===== config.mk =====
export PLATFORM = sky130hd
export DESIGN_NAME = command_driven_wall_clock
export DESIGN_NICKNAME = d
export VERILOG_FILES = /design/src/hdl/cdwc_pkg.sv /design/src/hdl/command_driven_wall_clock.sv
export SDC_FILE = /design/constraint.sdc
export NUM_CORES = 1
export LEC_CHECK = 0
export BUFFER_PORTS_ARGS = -buffer_cell sky130_fd_sc_hd__buf_2
export CAP_MARGIN = 10
export CORE_ASPECT_RATIO = 1.5
export CORE_UTILIZATION = 35
export DETAILED_ROUTE_END_ITERATION = 8
export HOLD_SLACK_MARGIN = 0.08
export PLACE_DENSITY_LB_ADDON = 0.2
export SLEW_MARGIN = 20
export SYNTH_ARGS = -nofsm -noshare
export SYNTH_HDL_FRONTEND = slang
export SYNTH_SLANG_ARGS = --single-unit

===== constraint.sdc =====
create_clock -name clk -period 6.6 [get_ports clk]
set_input_delay 1.32 -clock clk [delete_from_list [all_inputs] [get_ports clk]]
set_output_delay 1.32 -clock clk [all_outputs]
set_load 0.01 [all_outputs]

===== src/hdl/cdwc_pkg.sv =====
// Shared types, codes and helpers for the command driven wall clock.
// Depends on nothing; imported by hdl/command_driven_wall_clock.sv.
package cdwc_pkg;

  localparam int unsigned MSG_DEPTH = 12;
  localparam logic [3:0]  LEN_MAX   = 4'd15;

  // item codes
  localparam logic CMD_TICK = 1'b0;
  localparam logic CMD_CHAR = 1'b1;

  // result kinds
  localparam logic [1:0] KIND_SHOW  = 2'd0;
  localparam logic [1:0] KIND_CLEAR = 2'd1;
  localparam logic [1:0] KIND_ERROR = 2'd2;

  // error codes
  localparam logic [3:0] ERR_R_LEN   = 4'd0;
  localparam logic [3:0] ERR_S_LEN   = 4'd1;
  localparam logic [3:0] ERR_SPACE   = 4'd2;
  localparam logic [3:0] ERR_COLON   = 4'd3;
  localparam logic [3:0] ERR_HOUR    = 4'd4;
  localparam logic [3:0] ERR_MINUTE  = 4'd5;
  localparam logic [3:0] ERR_SECOND  = 4'd6;
  localparam logic [3:0] ERR_T_LEN   = 4'd7;
  localparam logic [3:0] ERR_UNKNOWN = 4'd8;

  // message lengths that the commands require
  localparam logic [3:0] LEN_SHORT_CMD = 4'd5;
  localparam logic [3:0] LEN_SET_CMD   = 4'd14;

  // characters
  localparam logic [7:0] CH_PERCENT = 8'h25;
  localparam logic [7:0] CH_W       = 8'h57;
  localparam logic [7:0] CH_R       = 8'h52;
  localparam logic [7:0] CH_S       = 8'h53;
  localparam logic [7:0] CH_T       = 8'h54;
  localparam logic [7:0] CH_COLON   = 8'h3A;
  localparam logic [7:0] CH_SPACE   = 8'h20;
  localparam logic [7:0] CH_ZERO    = 8'h30;
  localparam logic [7:0] CH_NINE    = 8'h39;
  localparam logic [7:0] CH_NUL     = 8'h00;

  typedef logic [7:0] char_t;
  typedef char_t [MSG_DEPTH-1:0] msg_t;

  // time of day kept in mixed radix, always normalized to one day
  typedef struct packed {
    logic [4:0] h;
    logic [5:0] m;
    logic [5:0] s;
  } hms_t;

  function automatic logic is_digit(input char_t c);
    return (c >= CH_ZERO) && (c <= CH_NINE);
  endfunction

  // two decimal digits to a value of at most 99
  function automatic logic [6:0] pair_value(input char_t tens, input char_t ones);
    logic [6:0] t;
    logic [6:0] o;
    t = {3'd0, tens[3:0]};
    o = {3'd0, ones[3:0]};
    return 7'((t << 3) + (t << 1) + o);
  endfunction

  // reduce a value of at most 127 modulo 24: parallel compares, one subtract
  function automatic logic [4:0] mod24(input logic [6:0] v);
    logic [6:0] r;
    priority if (v >= 7'd120) begin
      r = 7'(v - 7'd120);
    end else if (v >= 7'd96) begin
      r = 7'(v - 7'd96);
    end else if (v >= 7'd72) begin
      r = 7'(v - 7'd72);
    end else if (v >= 7'd48) begin
      r = 7'(v - 7'd48);
    end else if (v >= 7'd24) begin
      r = 7'(v - 7'd24);
    end else begin
      r = v;
    end
    return r[4:0];
  endfunction

  // advance by one second, wrap at midnight
  function automatic hms_t hms_inc(input hms_t t);
    hms_t r;
    r = t;
    if (t.s == 6'd59) begin
      r.s = 6'd0;
      if (t.m == 6'd59) begin
        r.m = 6'd0;
        r.h = (t.h == 5'd23) ? 5'd0 : 5'(t.h + 5'd1);
      end else begin
        r.m = 6'(t.m + 6'd1);
      end
    end else begin
      r.s = 6'(t.s + 6'd1);
    end
    return r;
  endfunction

endpackage


===== src/hdl/command_driven_wall_clock.sv =====
// Command driven wall clock: message assembly, command decode and time keeping.
// Depends on cdwc_pkg (hdl/cdwc_pkg.sv).
//
// Path: an accepted beat is held in the input register, then decoded and its
//   result (if any) written to the result register, which drives out_*.
// Throughput: one beat per cycle unless a stalled result holds it, limited by
//   the single decode stage that reads and updates the message and time
//   registers in the same cycle.
// Reset: synchronous active-low rst_n clears both stages, the message buffer,
//   the time (00:00:00) and leaves the clock stopped.
module command_driven_wall_clock (
  input  logic       clk,
  input  logic       rst_n,
  input  logic       in_valid,
  output logic       in_stall,
  input  logic       in_command,
  input  logic [7:0] in_char_code,
  input  logic       in_end_of_message,
  output logic       out_valid,
  input  logic       out_stall,
  output logic [1:0] out_result_kind,
  output logic [4:0] out_hours,
  output logic [5:0] out_minutes,
  output logic [5:0] out_secs,
  output logic [3:0] out_error_code,
  output logic [3:0] out_message_length
);
  import cdwc_pkg::*;

  // input register
  logic       s1_valid_r, s1_valid_nxt;
  logic       s1_cmd_r;
  char_t      s1_ch_r;
  logic       s1_eom_r;

  // block state
  msg_t       msg_r, msg_nxt;
  logic [3:0] cnt_r, cnt_nxt;
  logic       zs_r, zs_nxt;
  hms_t       time_r, time_nxt;
  logic       run_r, run_nxt;

  // result register
  logic       out_valid_r, out_valid_nxt;
  logic [1:0] kind_r, kind_nxt;
  hms_t       show_r, show_nxt;
  logic [3:0] code_r, code_nxt;
  logic [3:0] len_r, len_nxt;

  logic       adv;
  logic       take;
  logic       fire;
  logic       has_res;

  // Decode advances whenever the result register is free or being drained.
  assign adv      = !out_valid_r || !out_stall;
  assign in_stall = s1_valid_r && !adv;
  assign take     = in_valid && !in_stall;
  assign fire     = s1_valid_r && adv;

  always_comb begin
    s1_valid_nxt = s1_valid_r;
    if (take) begin
      s1_valid_nxt = 1'b1;
    end else if (adv) begin
      s1_valid_nxt = 1'b0;
    end
  end

  // Decode: fold the character into the message, evaluate on the last one.
  always_comb begin
    msg_t       m;
    logic [3:0] len;
    hms_t       load;
    logic       do_start;
    logic [6:0] ss;
    logic [6:0] mm;
    logic [6:0] hh;

    m        = msg_r;
    len      = cnt_r;
    load     = time_r;
    do_start = 1'b0;
    ss       = 7'd0;
    mm       = 7'd0;
    hh       = 7'd0;

    msg_nxt  = msg_r;
    cnt_nxt  = cnt_r;
    zs_nxt   = zs_r;
    time_nxt = time_r;
    run_nxt  = run_r;

    has_res  = 1'b0;
    kind_nxt = KIND_SHOW;
    show_nxt = '0;
    code_nxt = 4'd0;
    len_nxt  = 4'd0;

    if (s1_cmd_r == CMD_TICK) begin
      // show, then advance, only while running
      if (run_r) begin
        has_res  = 1'b1;
        show_nxt = time_r;
        time_nxt = hms_inc(time_r);
      end
    end else begin
      zs_nxt = zs_r;
      if (!zs_r) begin
        if (s1_ch_r == CH_NUL) begin
          zs_nxt = 1'b1;
        end else begin
          for (int i = 0; i < MSG_DEPTH; i++) begin
            if (cnt_r == 4'(i)) m[i] = s1_ch_r;
          end
          if (cnt_r != LEN_MAX) len = 4'(cnt_r + 4'd1);
        end
      end
      msg_nxt = m;
      cnt_nxt = len;

      if (s1_eom_r) begin
        // drop the message whatever it held
        msg_nxt = '0;
        cnt_nxt = 4'd0;
        zs_nxt  = 1'b0;

        if (len >= 4'd2 && m[0] == CH_PERCENT && m[1] == CH_W) begin
          priority if (m[2] == CH_R) begin
            if (len != LEN_SHORT_CMD) begin
              has_res  = 1'b1;
              kind_nxt = KIND_ERROR;
              code_nxt = ERR_R_LEN;
              len_nxt  = len;
            end else begin
              load     = '0;
              do_start = 1'b1;
            end
          end else if (m[2] == CH_S) begin
            has_res  = 1'b1;
            kind_nxt = KIND_ERROR;
            len_nxt  = len;
            priority if (len != LEN_SET_CMD) begin
              code_nxt = ERR_S_LEN;
            end else if (m[3] != CH_SPACE) begin
              code_nxt = ERR_SPACE;
            end else if (m[6] != CH_COLON || m[9] != CH_COLON) begin
              code_nxt = ERR_COLON;
            end else if (!is_digit(m[4]) || !is_digit(m[5])) begin
              code_nxt = ERR_HOUR;
            end else if (!is_digit(m[7]) || !is_digit(m[8])) begin
              code_nxt = ERR_MINUTE;
            end else if (!is_digit(m[10]) || !is_digit(m[11])) begin
              code_nxt = ERR_SECOND;
            end else begin
              // well formed: normalize HH:MM:SS (each up to 99) into one day
              has_res  = 1'b0;
              kind_nxt = KIND_SHOW;
              len_nxt  = 4'd0;
              ss = pair_value(m[10], m[11]);
              mm = pair_value(m[7], m[8]);
              hh = pair_value(m[4], m[5]);
              if (ss >= 7'd60) begin
                ss = 7'(ss - 7'd60);
                mm = 7'(mm + 7'd1);
              end
              if (mm >= 7'd60) begin
                mm = 7'(mm - 7'd60);
                hh = 7'(hh + 7'd1);
              end
              load.s   = ss[5:0];
              load.m   = mm[5:0];
              load.h   = mod24(hh);
              do_start = 1'b1;
            end
          end else if (m[2] == CH_T) begin
            has_res = 1'b1;
            if (len != LEN_SHORT_CMD) begin
              kind_nxt = KIND_ERROR;
              code_nxt = ERR_T_LEN;
              len_nxt  = len;
            end else begin
              kind_nxt = KIND_CLEAR;
              run_nxt  = 1'b0;
            end
          end else begin
            has_res  = 1'b1;
            kind_nxt = KIND_ERROR;
            code_nxt = ERR_UNKNOWN;
            len_nxt  = len;
          end

          // reset and set load the time; a start from stopped shows and advances it
          if (do_start) begin
            time_nxt = load;
            run_nxt  = 1'b1;
            if (!run_r) begin
              has_res  = 1'b1;
              kind_nxt = KIND_SHOW;
              show_nxt = load;
              time_nxt = hms_inc(load);
            end
          end
        end
      end
    end
  end

  always_comb begin
    out_valid_nxt = out_valid_r;
    if (adv) out_valid_nxt = fire && has_res;
  end

  // control state
  always_ff @(posedge clk) begin
    if (!rst_n) begin
      s1_valid_r  <= 1'b0;
      out_valid_r <= 1'b0;
      msg_r       <= '0;
      cnt_r       <= 4'd0;
      zs_r        <= 1'b0;
      time_r      <= '0;
      run_r       <= 1'b0;
    end else begin
      s1_valid_r  <= s1_valid_nxt;
      out_valid_r <= out_valid_nxt;
      if (fire) begin
        msg_r  <= msg_nxt;
        cnt_r  <= cnt_nxt;
        zs_r   <= zs_nxt;
        time_r <= time_nxt;
        run_r  <= run_nxt;
      end
    end
  end

  // payload registers: load on accept / on decode, hold otherwise
  always_ff @(posedge clk) begin
    if (take) begin
      s1_cmd_r <= in_command;
      s1_ch_r  <= in_char_code;
      s1_eom_r <= in_end_of_message;
    end
    if (fire) begin
      kind_r <= kind_nxt;
      show_r <= show_nxt;
      code_r <= code_nxt;
      len_r  <= len_nxt;
    end
  end

  assign out_valid          = out_valid_r;
  assign out_result_kind    = kind_r;
  assign out_hours          = show_r.h;
  assign out_minutes        = show_r.m;
  assign out_secs           = show_r.s;
  assign out_error_code     = code_r;
  assign out_message_length = len_r;

  // the kept time never leaves one day
  a_time_range: assert property (@(posedge clk) disable iff (!rst_n)
    time_r.s < 6'd60 && time_r.m < 6'd60 && time_r.h < 5'd24)
    else $error("time register out of range");

  // only show results carry a time
  a_show_only: assert property (@(posedge clk) disable iff (!rst_n)
    out_valid_r && kind_r != KIND_SHOW |-> show_r == '0)
    else $error("time fields set on a non-show result");

  // a tick on a stopped clock yields nothing
  a_idle_tick: assert property (@(posedge clk) disable iff (!rst_n)
    fire && s1_cmd_r == CMD_TICK && !run_r |=> !out_valid_r)
    else $error("result from a tick while stopped");

  // back pressure only while an item waits in the input register
  a_stall_src: assert property (@(posedge clk) disable iff (!rst_n)
    in_stall |-> s1_valid_r && out_valid_r && out_stall)
    else $error("input stalled without a waiting item");

endmodule


==> out/qor.yml, run 1 <==
status: "finished clean"
path_class: "reg -> reg"
core_area_sq_um: 29400
h-tree-depth: 4
critPathLaunchType: "flip-flop"
gr-usage-met1: 0.219
grt_remaining_overflow: 0
max_freq_mhz: 157
ys_seq_elements: 158
vias: 9275
drv_slew: 0
dr.pass1.iters: 5
drt-initial-drc-count: 487
syn_nets: 1236
grt_first_pass_wirelength_mm: 48.9
drv_cap: 0
relSlewSlack: 0.308
met3_usage: 0.0348
drive_gt1_frac: 0.188
dieHeight_um: 213
dp_hpwl_mm: 22.8
cellPowerDensity_nw_per_um2: 180
io_buffers: 42
p_leak_nw: 4.46
synth_edf_count: 37
drc_errors: 0
synth_cells: 1180
final_common_cell: "nor2b_1"
met2_usage: 0.390
area_growth_pct: 16.7
cts_max_path_buffers: 2
placed_area_sq_um: 11300
cts.clk_slew.worst_paths_ns: 0.07
avgSynthCellArea_sq_um: 8.83
final_cell_mix: "nor2b_1, dfxtp_1, a22oi_1"
track_usage: 0.209
grt_busiest_layer: "met2"
synthArstFlopShare: 0
cts_buffers: 17
cts_tree: "done"
crit_required_ns: 6.99
critPathCaptureType: "flip-flop"
drt_wl_total_mm: 30.6
final_nets: 1309
rows: 77
clock_latency_ns: 0.45
top_level_ports: 43
grt_pass1_vias: 9190
ys_types: 96
drt.antenna.violating_nets: 0
clock_sinks: 158
fp.dieW_um: 143
n_antenna_cell: 0
grt_max_degree: 107
tightestPinTransition_ns: 1.04
arrival_ns: 6.78
synthFlopType: "dfxtp_1"
wire_per_inst_um: 18.4
initial_utilization: 0.355
synthesis.area_sq_um: 10400
hold_path.class: "reg -> reg"
cts-root-buf: "clkbuf_16"
dieArea_sq_um: 30500
crit_path_max_fanout: 8
fin_crit_ns: 6.38
fin_skew_ns: 0.0103
hold_viol_final: 0
synth-seq-area-share: 0.339
hold_slack_ns: 0.526
place_congestion: 0.884
routed_via_density: 5.58
fin_util: 0.414
period_share: 0.967
yosysWarnings: 0
ir_drop_uv: 179
setup-violations-final: 0
grt_antenna_before_repair: 0
final_cell_area_sq_um: 12200
==> final timing paths <==
kind,from,to,slack (ns),cells after the start
worst max-delay path,s1_ch_r[0],time_r[15],0.22,25
worst min-delay path,msg_r[54],msg_r[54],0.53,2
worst max register to register,s1_ch_r[0],time_r[15],0.22,25
worst min register to register,msg_r[54],msg_r[54],0.53,2
==> power by group <==
part	internal (W)	switching [W]
registers	0.000997	0.00000581
clock network	0.000643	0.000437
logic	0.0000372	0.0000740
total	0.00168	0.000516
==> routing by layer <==
metal | share of wire | vias up
met4 | 0.045 | 0
met2 | 0.53 | 193
li1 | - | 4532
met1 | 0.40 | 4475
met3 | 0.024 | 75
met5 | 0 | -
==> cell usage after synthesis (all sizes together), types with 17 or more instances <==
cell,n,share of area
nor4,17,0.016
clkbuf,47,0.017
a22oi,107,0.077
nor2,65,0.025
ha,36,0.043
nand3,32,0.015
nor2b,134,0.080
a21oi,45,0.023
buf,23,0.014
mux2,20,0.022
edfxtp,37,0.11
mux2i,18,0.021
o21ai,68,0.033
dfxtp,121,0.23
inv,31,0.011
and3,25,0.015
nand2,90,0.032
==> critical path, stage by stage, from the launching register on <==
cell,delay [ns]
edfxtp_1,0.47
buf_4,0.18
or4_4,0.46
nor2_8,0.13
nor2_1,0.08
mux2i_2,0.18
fa_1,0.54
inv_1,0.08
fa_2,0.58
ha_2,0.20
nand2b_1,0.07
o21ai_2,0.15
and3_4,0.25
o211ai_1,0.11
xnor2_1,0.24
ha_2,0.25
o21ai_2,0.09
a22o_4,0.27
buf_4,0.17
a21o_1,0.20
or4_1,0.55
o22ai_2,0.17
or3b_1,0.15
a311oi_2,0.11
or4b_1,0.53
nand3_1,0.10
==> what timing repair did <==
item	CTS	global route
hold buffers	0	0
setup endpoints to repair	1	8
hold endpoints to repair	0	0
resized for setup	2	22
pin swaps	2	12
buffers inserted	1	12
==> state kept, by name (all words and copies together), names as in the netlist <==
signal / flops
cnt_r: 4
out_result_kind: 2
out_valid: 1
out_minutes: 6
s1_valid_r: 1
s1_ch_r: 8
s1_cmd_r: 1
out_hours: 5
s1_eom_r: 1
out_message_length: 4
zs_r: 1
time_r: 17
run_r: 1
out_error_code: 4
msg_r: 96
out_secs: 6
==> cells by family after synthesis <==
family	count (synthesis)	synth area share
flops	158	0.339
simple gates	473	0.264
mux	38	0.0429
compound gates	336	0.230
fa+ha+maj	42	0.0547
xor+xnor	32	0.0269
buf+inv	101	0.0420
==> layout make-up <==
type                    instances  area [sq um]
fillers                      3002         17200
flip-flops and latches        158          3530
clock buffers                  24           526
clock inverters                 8           114
well taps                     395           494
repair buffers                124           826
inverters                      31           116
multi-input cells             921          6560
==> stage by stage <==
stage | setup WS, ns | cells | TNS (ns) | total power (W)
after floorplan | 0.0907 | 1180 | 0 | 0.00109
after global placement | 0.0484 | 1616 | 0 | 0.00113
after detailed placement | -0.113 | 1616 | -0.113 | 0.00113
after CTS | 0.00997 | 1649 | 0 | 0.00222
after global routing | -0.0458 | 1661 | -0.0458 | 0.00226
final | 0.216 | 1661 | 0 | 0.00219
Note: power is estimated with default switching activity, not from simulation.
==> run 2: changes to the inputs <==
RECOVER_POWER = 25   (was default)
==> out/qor.yml, run 2 (synthesis gave the netlist of run 1 again) <==
status: "finished with violations"
violations: "capacitance limit, slew limit"
final_nets: 1309  # unchanged
track_usage: 0.209  # unchanged
final_cell_area_sq_um: 12100  # -0.19%
placed_area_sq_um: 11300  # unchanged
area_growth_pct: 16.5
cts_tree: "done"
relSlewSlack: -0.0450  # -0.353
intPower_w: 0.00168  # about the same
fin_util: 0.413  # -0.000767
power.share.clock: 0.492  # about the same
cts-root-buf: "clkbuf_16"
dp_hpwl_mm: 22.8  # unchanged
drv_slew: 29  # +29
ir_drop_uv: 179  # -0.27%
hold_path.class: "reg -> reg"
grt_antenna_before_repair: 0  # unchanged
drt-initial-drc-count: 501  # +2.9%
crit_required_ns: 6.99  # about the same
combPwrFrac: 0.050  # about the same
dp.cells: 1616  # unchanged
h-tree-depth: 4  # unchanged
cts.clk_slew.worst_paths_ns: 0.07  # about the same
critPathLaunchType: "flip-flop"
core_area_sq_um: 29400  # unchanged
grt_first_pass_wirelength_mm: 48.9  # unchanged
fin_skew_ns: 0.0104  # +0.000105 ns
reg_top3: "msg_r: 96 flops, time_r: 17 flops, s1_ch_r: 8 flops"
top_level_ports: 43  # unchanged
setup-violations-final: 0  # unchanged
dr.pass1.iters: 5  # unchanged
final_cell_mix: "nor2b_1, dfxtp_1, a22oi_1"
hold_viol_final: 0  # unchanged
routed_via_density: 5.60  # +0.28%
n_antenna_cell: 0  # unchanged
drc_errors: 0  # unchanged
largest_reg_flops: 96  # unchanged
vias: 9301  # +0.28%
io_buffers: 42  # unchanged
switching_share: 0.235  # -0.000412
grt_max_degree: 107  # unchanged
critPathCaptureType: "flip-flop"
path_class: "reg -> reg"
max_freq_mhz: 157  # about the same
crit_path_max_fanout: 8  # unchanged
seqPwrFrac: 0.458  # about the same
drt.antenna.violating_nets: 0  # unchanged
cts_buffers: 17  # unchanged
fp.dieW_um: 143  # unchanged
hold_buffers: 0  # unchanged
p_leak_nw: 4.41  # -1.1%
regMostFlops: "msg_r"
cts_max_path_buffers: 2  # unchanged
dieArea_sq_um: 30500  # unchanged
grt_remaining_overflow: 0  # unchanged
place_congestion: 0.884  # unchanged
grt_pass1_vias: 9190  # unchanged
wire_per_inst_um: 18.5  # about the same
tightestPinTransition_ns: 1.57  # +0.531 ns
clock_latency_ns: 0.45  # about the same
p_sw_w: 0.000515  # -0.28%
final_common_cell: "nor2b_1"
drt_wl_total_mm: 30.7  # about the same
drv_cap: 1  # +1
rows: 77  # unchanged
fin_crit_ns: 6.38  # -0.00276 ns
arrival_ns: 6.77  # about the same
drive_gt1_frac: 0.177  # -0.0111
cellPowerDensity_nw_per_um2: 180  # about the same
period_share: 0.967  # about the same
fin_cells: 1661  # unchanged
dieHeight_um: 213  # unchanged
fin_setup_tns_ns: 0  # unchanged
initial_utilization: 0.355  # unchanged
clock_sinks: 158  # unchanged
[run 2: changes by cell type in the layout (fill, tap and decap cells not counted), sizes merged]
cell    previous run  this run
buf              124       110
clkbuf            24        38
[run 2: power by group through the flow]
| stage | sequential (W) | combinational, W | clock [W] |
|---|---|---|---|
| floorplan | 0.00102 | 0.0000635 | 0 |
| global placement | 0.00103 | 0.000108 | 0 |
| detailed placement | 0.00103 | 0.000108 | 0 |
| CTS | 0.00100 | 0.000109 | 0.00111 |
| global route | 0.00100 | 0.000118 | 0.00114 |
| finish | 0.00100 | 0.000110 | 0.00108 |
[run 2: final timing paths]
check,start,cells after the start,slack (ns),endpoint
max,s1_ch_r[0],25,0.22,time_r[15]
min,msg_r[54],2,0.52,msg_r[54]
max reg2reg,s1_ch_r[0],25,0.22,time_r[15]
min reg2reg,msg_r[54],2,0.52,msg_r[54]
[run 2: final cells by class]
class	count	area, sq um
Clock buffer	24	526
Clock inverter	8	114
Fill cell	3011	17200
Inverter	31	116
Multi-Input combinational cell	921	6560
Sequential cell	158	3530
Tap cell	395	494
Timing Repair Buffer	124	803
[run 2: critical path: stages, from the launching register on]
cell and delay [ns]:
edfxtp_1 0.47, buf_4 0.18, or4_4 0.46, nor2_8 0.12, nor2_1 0.08, mux2i_2 0.18, fa_1 0.54, inv_1 0.08
fa_2 0.58, ha_2 0.20, nand2b_1 0.07, o21ai_2 0.15, and3_4 0.25, o211ai_1 0.11, xnor2_1 0.24, ha_2 0.25
o21ai_2 0.09, a22o_4 0.27, buf_4 0.17, a21o_1 0.20, or4_1 0.55, o22ai_2 0.17, or3b_1 0.15, a311oi_2 0.11
or4b_1 0.53, nand3_1 0.10
[run 2: repair_timing]
action                                  in CTS  in global routing
setup buffers                                1                 12
endpoints found under the setup margin       1                  8
gates resized for setup                      2                 22
pin swaps                                    2                 12
hold endpoints to repair                     0                  0
[run 2: routing by layer]
layer	wire, um	vias to the layer above	track usage	part of all wire
met2	16500	203	0.390	0.54
met3	850	75	0.0348	0.028
met1	12000	4492	0.219	0.39
met4	1360	0	0.119	0.045
met5	0	-	0	0
li1	-	4531	-	-
[run 2: metrics by stage]
| stage | hold WS, ns | setup slack, ns | power [W] |
|---|---|---|---|
| floorplan | 0.470 | 0.0907 | 0.00109 |
| global placement | 0.507 | 0.0484 | 0.00113 |
| detailed placement | 0.517 | -0.113 | 0.00113 |
| CTS | 0.537 | 0.00997 | 0.00222 |
| global route | 0.562 | -0.0458 | 0.00226 |
| finish | 0.525 | 0.218 | 0.00219 |
